===== config.mk =====
export PLATFORM = sky130hd
export DESIGN_NAME = lpfm_cell
export DESIGN_NICKNAME = d
export VERILOG_FILES = /design/src/rtl/core/lpfm_pkg.sv /design/src/rtl/core/lpfm_cell.sv
export SDC_FILE = /design/constraint.sdc
export NUM_CORES = 1
export LEC_CHECK = 0
export BUFFER_PORTS_ARGS = -buffer_cell sky130_fd_sc_hd__buf_2
export CORE_UTILIZATION = 24
export CTS_CLUSTER_SIZE = 8
export DETAILED_ROUTE_END_ITERATION = 16
export PLACE_DENSITY = 0.44
export REMOVE_ABC_BUFFERS = 1
export SLEW_MARGIN = 20
export SYNTH_ARGS = -nofsm -noshare
export SYNTH_HDL_FRONTEND = slang
export SYNTH_SLANG_ARGS = --single-unit

===== constraint.sdc =====
create_clock -name clock -period 6.7 [get_ports clock]
set_input_delay 1.675 -clock clock [delete_from_list [all_inputs] [get_ports clock]]
set_output_delay 1.675 -clock clock [all_outputs]
set_load 0.01 [all_outputs]

===== src/rtl/core/lpfm_pkg.sv =====
// shared types and constants of the lru page frame manager
package lpfm_pkg;

   // widest table index and frame number the parameter ranges allow
   localparam int IDX_W   = 12;
   localparam int FRAME_W = 10;
   localparam int STAMP_W = 32;

   localparam int FRAMES_DEFAULT      = 64;
   localparam int TABLE_DEPTH_DEFAULT = 256;
   localparam int MAX_PAGES_DEFAULT   = 16;

   localparam int CSR_DATA_W = 7;
   localparam int CSR_IDX_W  = 1;

   localparam logic [CSR_IDX_W-1:0] CSR_FRAMES_IN_USE     = 1'b0;
   localparam logic [CSR_IDX_W-1:0] CSR_PAGES_PER_PROCESS = 1'b1;

   localparam logic [6:0] FRAMES_IN_USE_RESET     = 7'd64;
   localparam logic [4:0] PAGES_PER_PROCESS_RESET = 5'd4;

   localparam logic CMD_TOUCH    = 1'b0;
   localparam logic CMD_PAGE_OUT = 1'b1;

   localparam logic [1:0] ST_OK           = 2'd0;
   localparam logic [1:0] ST_NO_FRAME     = 2'd1;
   localparam logic [1:0] ST_TABLE_FULL   = 2'd2;
   localparam logic [1:0] ST_NOT_RESIDENT = 2'd3;

   typedef struct packed {
      logic       command;
      logic [7:0] process_id;
      logic [3:0] target_page;
   } req_type;

   typedef struct packed {
      logic [3:0]  page_done;
      logic        hit;
      logic [5:0]  frame;
      logic        evicted;
      logic [7:0]  victim_process;
      logic [3:0]  victim_page;
      logic [1:0]  status;
      logic        process_resident;
      logic [31:0] paged_in_total;
      logic [31:0] paged_out_total;
      logic        last;
   } rsp_type;

   // one buffered result before the residency flag of the whole command is known
   typedef struct packed {
      logic [3:0]  page_done;
      logic        hit;
      logic [5:0]  frame;
      logic        evicted;
      logic [7:0]  victim_process;
      logic [3:0]  victim_page;
      logic [1:0]  status;
      logic [31:0] paged_in_total;
      logic [31:0] paged_out_total;
   } rec_type;

   // lookup token that travels down the cell chain
   typedef struct packed {
      logic               active;
      logic [7:0]         pid;
      logic [3:0]         page;
      logic               page_ok;
      logic               m_found;
      logic [IDX_W-1:0]   m_idx;
      logic               m_res;
      logic [FRAME_W-1:0] m_frame;
      logic               v_found;
      logic [IDX_W-1:0]   v_idx;
      logic [STAMP_W-1:0] v_stamp;
      logic [FRAME_W-1:0] v_frame;
      logic [7:0]         v_process;
      logic [3:0]         v_page;
      logic               any_res;
   } token_type;

   // update broadcast to the cells
   typedef struct packed {
      logic               en;
      logic [IDX_W-1:0]   idx;
      logic               new_entry;
      logic [7:0]         process;
      logic [3:0]         page;
      logic               wr_res;
      logic               res;
      logic               wr_frame;
      logic [FRAME_W-1:0] frame;
      logic               wr_stamp;
      logic [STAMP_W-1:0] stamp;
   } cell_wr_type;

endpackage


===== src/rtl/core/lpfm_cell.sv =====
// one page table entry with its stage of the lookup chain
module lpfm_cell #(
   parameter int IDX = 0
) (
   input  logic                   clock,
   input  logic                   reset,
   input  lpfm_pkg::token_type    tok_i,
   input  lpfm_pkg::cell_wr_type  wr_i,
   output lpfm_pkg::token_type    tok_o
);

   localparam logic [lpfm_pkg::IDX_W-1:0] MY_IDX = IDX[lpfm_pkg::IDX_W-1:0];

   logic                           valid_ff;
   logic                           res_ff;
   logic [7:0]                     process_ff;
   logic [3:0]                     page_ff;
   logic [lpfm_pkg::FRAME_W-1:0]   frame_ff;
   logic [lpfm_pkg::STAMP_W-1:0]   stamp_ff;
   lpfm_pkg::token_type            tok_ff;
   lpfm_pkg::token_type            tok_in;
   logic                           sel;
   logic                           match;
   logic                           cand;

   assign sel = wr_i.en && (wr_i.idx == MY_IDX);

   always_ff @(posedge clock) begin
      if (reset) begin
         valid_ff <= 1'b0;
         res_ff   <= 1'b0;
      end else if (sel) begin
         if (wr_i.new_entry) begin
            valid_ff <= 1'b1;
         end
         if (wr_i.wr_res) begin
            res_ff <= wr_i.res;
         end
      end
   end

   always_ff @(posedge clock) begin
      if (sel) begin
         if (wr_i.new_entry) begin
            process_ff <= wr_i.process;
            page_ff    <= wr_i.page;
         end
         if (wr_i.wr_frame) begin
            frame_ff <= wr_i.frame;
         end
         if (wr_i.wr_stamp) begin
            stamp_ff <= wr_i.stamp;
         end
      end
   end

   always_comb begin
      tok_in = tok_i;
      match  = valid_ff && tok_i.page_ok && (process_ff == tok_i.pid) &&
               (page_ff == tok_i.page);
      cand   = valid_ff && res_ff;
      // first match wins
      if (match && !tok_i.m_found) begin
         tok_in.m_found = 1'b1;
         tok_in.m_idx   = MY_IDX;
         tok_in.m_res   = res_ff;
         tok_in.m_frame = frame_ff;
      end
      // strictly older only, so ties stay with the lower index
      if (cand && (!tok_i.v_found || (stamp_ff < tok_i.v_stamp))) begin
         tok_in.v_found   = 1'b1;
         tok_in.v_idx     = MY_IDX;
         tok_in.v_stamp   = stamp_ff;
         tok_in.v_frame   = frame_ff;
         tok_in.v_process = process_ff;
         tok_in.v_page    = page_ff;
      end
      if (cand && (process_ff == tok_i.pid)) begin
         tok_in.any_res = 1'b1;
      end
   end

   always_ff @(posedge clock) begin
      if (reset) begin
         tok_ff <= '0;
      end else begin
         tok_ff <= tok_in;
      end
   end

   assign tok_o = tok_ff;

endmodule


==> qor.yml <==
io_pins: 286
crit_slowest_cell: "buf_4"
ff2ff_path_depth: 8
yosysWarnings: 0
ir_drop_mv: 0.1585
synth-seq-cells: 162
skew_ps: 10.36
yosysTopAreaCellShare: 0.3239
yosysTopAreaCell: "dfxtp_1"
clockRootBuffer: "clkbuf_16"
critPathKind: "in -> reg"
drv_cap: 0
slew-limit-headroom: 0.3858
postCtsSetupBuffers: 0
chipHeight_um: 168.8
antenna_found_initial: 1
numCtsBuffers: 17
worst_skew_pair.late_latency_ps: 420
ys_seq_area_frac: 0.5668
r2r_start: "stamp_ff[30]"
avgSynthCellArea_um2: 11.79
stdcell_count: 1234
cp_num_buf_inv: 3
fp-row-count: 60
via_count: 4790
postRouteAntennaNets: 0
fp.dieArea_mm2: 0.02848
wl_per_cell_um: 14.34
hold-worst-slack_ps: 523.6
post_drt_via_cell_ratio: 3.882
period_share: 0.5683
dr_wl_met2_um: 8527
cts_resized: 0
fp.dieW_um: 168.8
outcome: "complete, no violations"
tightest_slew_ps: 921.3
core_area_mm2: 0.02710
setup_viol: 0
period_needed_ps: 3808
initial_core_util: 0.2463
finalHoldViolations: 0
fmax_ghz: 0.2626
routed.top_layer: "met4"
placed_cells: 1201
r2r_end: "tok_o[46]"
clock_path_buffers: 2
nets: 1059
hold_path_end: "tok_o[77]"
synth_cell_types: 37
p_leak_nw: 3.951
path_cells: "buf_2 -> inv_1 -> ha_1 -> nand4_1 -> nor3_1 -> a22oi_1 -> nand3_1 -> nor4_4 -> buf_4 -> mux2i_1"
drive_above_1_share: 0.3891
power.density_mw_per_mm2: 245.0
wl_met1_um: 7978
ys_top_cells_by_area: "dfxtp_1, edfxtp_1, nand2b_1, mux2i_1, ha_1"
place.gp.congestion: 0.7178
clkTransAtPathRegs_ps: 80
drv_slew: 0
grt_max_degree: 80
initialDrtViolationCount: 143
finalSetupTns_ps: 0
start_kind: "primary input"
cts_tree: "yes"
htree_levels: 4
cpPeakStageDelay_ps: 640
crit_required_ps: 7050
rsz0062_at_grt: "false"
overflow: 0
grtUsageTotal: 0.1241
drt_wl_total_um: 17700
syn_area_mm2: 0.006675
syn_inst: 566
hp-class: "reg -> reg"
cp.arrival_ps: 4150
cp_top_family: "simple AND/OR/NAND/NOR gates"
route.met3.wl_um: 983
ctsHoldBuffers: 0
min_from: "frame_ff[9]"
area_delta_synth_final_pct: 35.09
dp_hpwl_um: 12990
portBuffers: 285
hold_depth: 2
r2r_slack_ps: 3880
endpoint_kind: "flip-flop"
grt_pass1_vias: 4763
drcViolationCount: 0
cts_sinks: 162
dr.pass1.iters: 4
critPathMaxFanout: 40
grt_pass1_wl_um: 26680
-- worst max path at each step --
stage / start / end / slack [ps] / cells past startpoint
6_report: tok_i[53] / tok_o[46] / 2890 / 10
5_1_grt: tok_i[53] / tok_o[44] / 2630 / 10
4_1_cts: tok_i[53] / tok_o[43] / 2800 / 10
3_5_place_dp: tok_i[53] / tok_o[19] / 2410 / 10
3_3_place_gp: tok_i[53] / tok_o[21] / 2450 / 10
2_1_floorplan: tok_i[37] / tok_o[10] / 660 / 8
-- cell usage after synthesis, drive strengths merged --
| library cell | n |
|---|---|
| a21oi | 16 |
| nor4b | 1 |
| buf | 8 |
| ha | 31 |
| a221oi | 1 |
| nand4 | 5 |
| clkbuf | 17 |
| a22oi | 1 |
| or3 | 1 |
| nand2b | 110 |
| edfxtp | 54 |
| and4 | 1 |
| nand3 | 7 |
| nor2 | 21 |
| o21ba | 1 |
| dfxtp | 108 |
| a31oi | 1 |
| inv | 33 |
| mux2i | 65 |
| a2111o | 1 |
| xnor2 | 12 |
| nand2 | 15 |
| o21ai | 5 |
| a21boi | 1 |
| and2 | 15 |
| nor3b | 12 |
| nor2b | 14 |
| nor3 | 5 |
| nor4 | 3 |
| or4 | 1 |
-- flip-flops by register name, indices dropped and copies added (netlist names) --
name / flops
stamp_ff: 32
frame_ff: 10
page_ff: 4
tok_o: 106
process_ff: 8
valid_ff: 1
res_ff: 1
-- per-stage QoR --
step	power, W	setup WS (ps)	util	instance area (um2)
after floorplan	0.001159	655.4	-	6521
after global placement	0.001272	2448	0.3114	8439
after detailed placement	0.001273	2407	0.3114	8439
after CTS	0.002254	2802	0.3326	9015
after global routing	0.002313	2632	0.3326	9015
final	0.002210	2892	0.3327	9017
-- placed cells by master (no fill, tap or decap), types with 2 or more instances in the layout --
master and n:
buf_2 284, nand2b_1 110, dfxtp_1 108, mux2i_1 65, edfxtp_1 54, inv_1 33
ha_1 31, nor2_1 20, clkbuf_16 17, a21oi_1 16, nand2_1 15, and2_1 14
nor2b_1 14, xnor2_1 12, nor3b_2 11, nand3_1 7, nand4_1 5, inv_8 5
nor3_1 4, o21ai_1 4, buf_4 4, clkinvlp_4 3, nor4_1 2, clkinv_4 2
inv_6 2, clkinv_8 2
-- worst reg2reg max path: stages (launching register included) --
cell and delay (ps):
edfxtp_1 410, ha_1 330, nand4_1 180, nor3_1 80, a22oi_1 260, nand3_1 190
nor4_4 340, buf_4 640, mux2i_1 320
-- cell type report --
cell class                      instances  area (um2)
Fill cell                            2822       18080
Sequential cell                       162        3784
Multi-Input combinational cell        346        2615
Timing Repair Buffer                  288        1451
Tap cell                              372       465.4
Clock buffer                           18       429.2
Clock inverter                         14       146.4
Inverter                               33       123.9
Antenna cell                            1       2.502
-- routing by layer --
layer	vias to the layer above	track usage
met4	0	0.03478
met5	-	0
li1	2460	-
met2	162	0.2097
met1	2153	0.1539
met3	15	0.03460
-- report_power, final --
group	switching, W	internal, W	total (W)
sequential	0.00000707	0.00105	0.00105
clock	0.000466	0.000497	0.000963
combinational	0.0000921	0.000101	0.000193
total	0.000565	0.00164	0.00221
-- cell families (layout without fill, tap and decap cells) --
kind of cell | after synthesis | in the layout | share of synthesized area
buffers and inverters | 58 | 353 | 0.04161
DFF | 162 | 162 | 0.5668
and+or+nand+nor | 211 | 211 | 0.1968
AOI/OAI and AO/OA | 27 | 27 | 0.02343
adders and majority gates | 31 | 31 | 0.05811
xor gates and xnor gates | 12 | 12 | 0.01574
muxes | 65 | 65 | 0.09747
other | 0 | 1 | 0
Power figures use the tool's default switching activity.
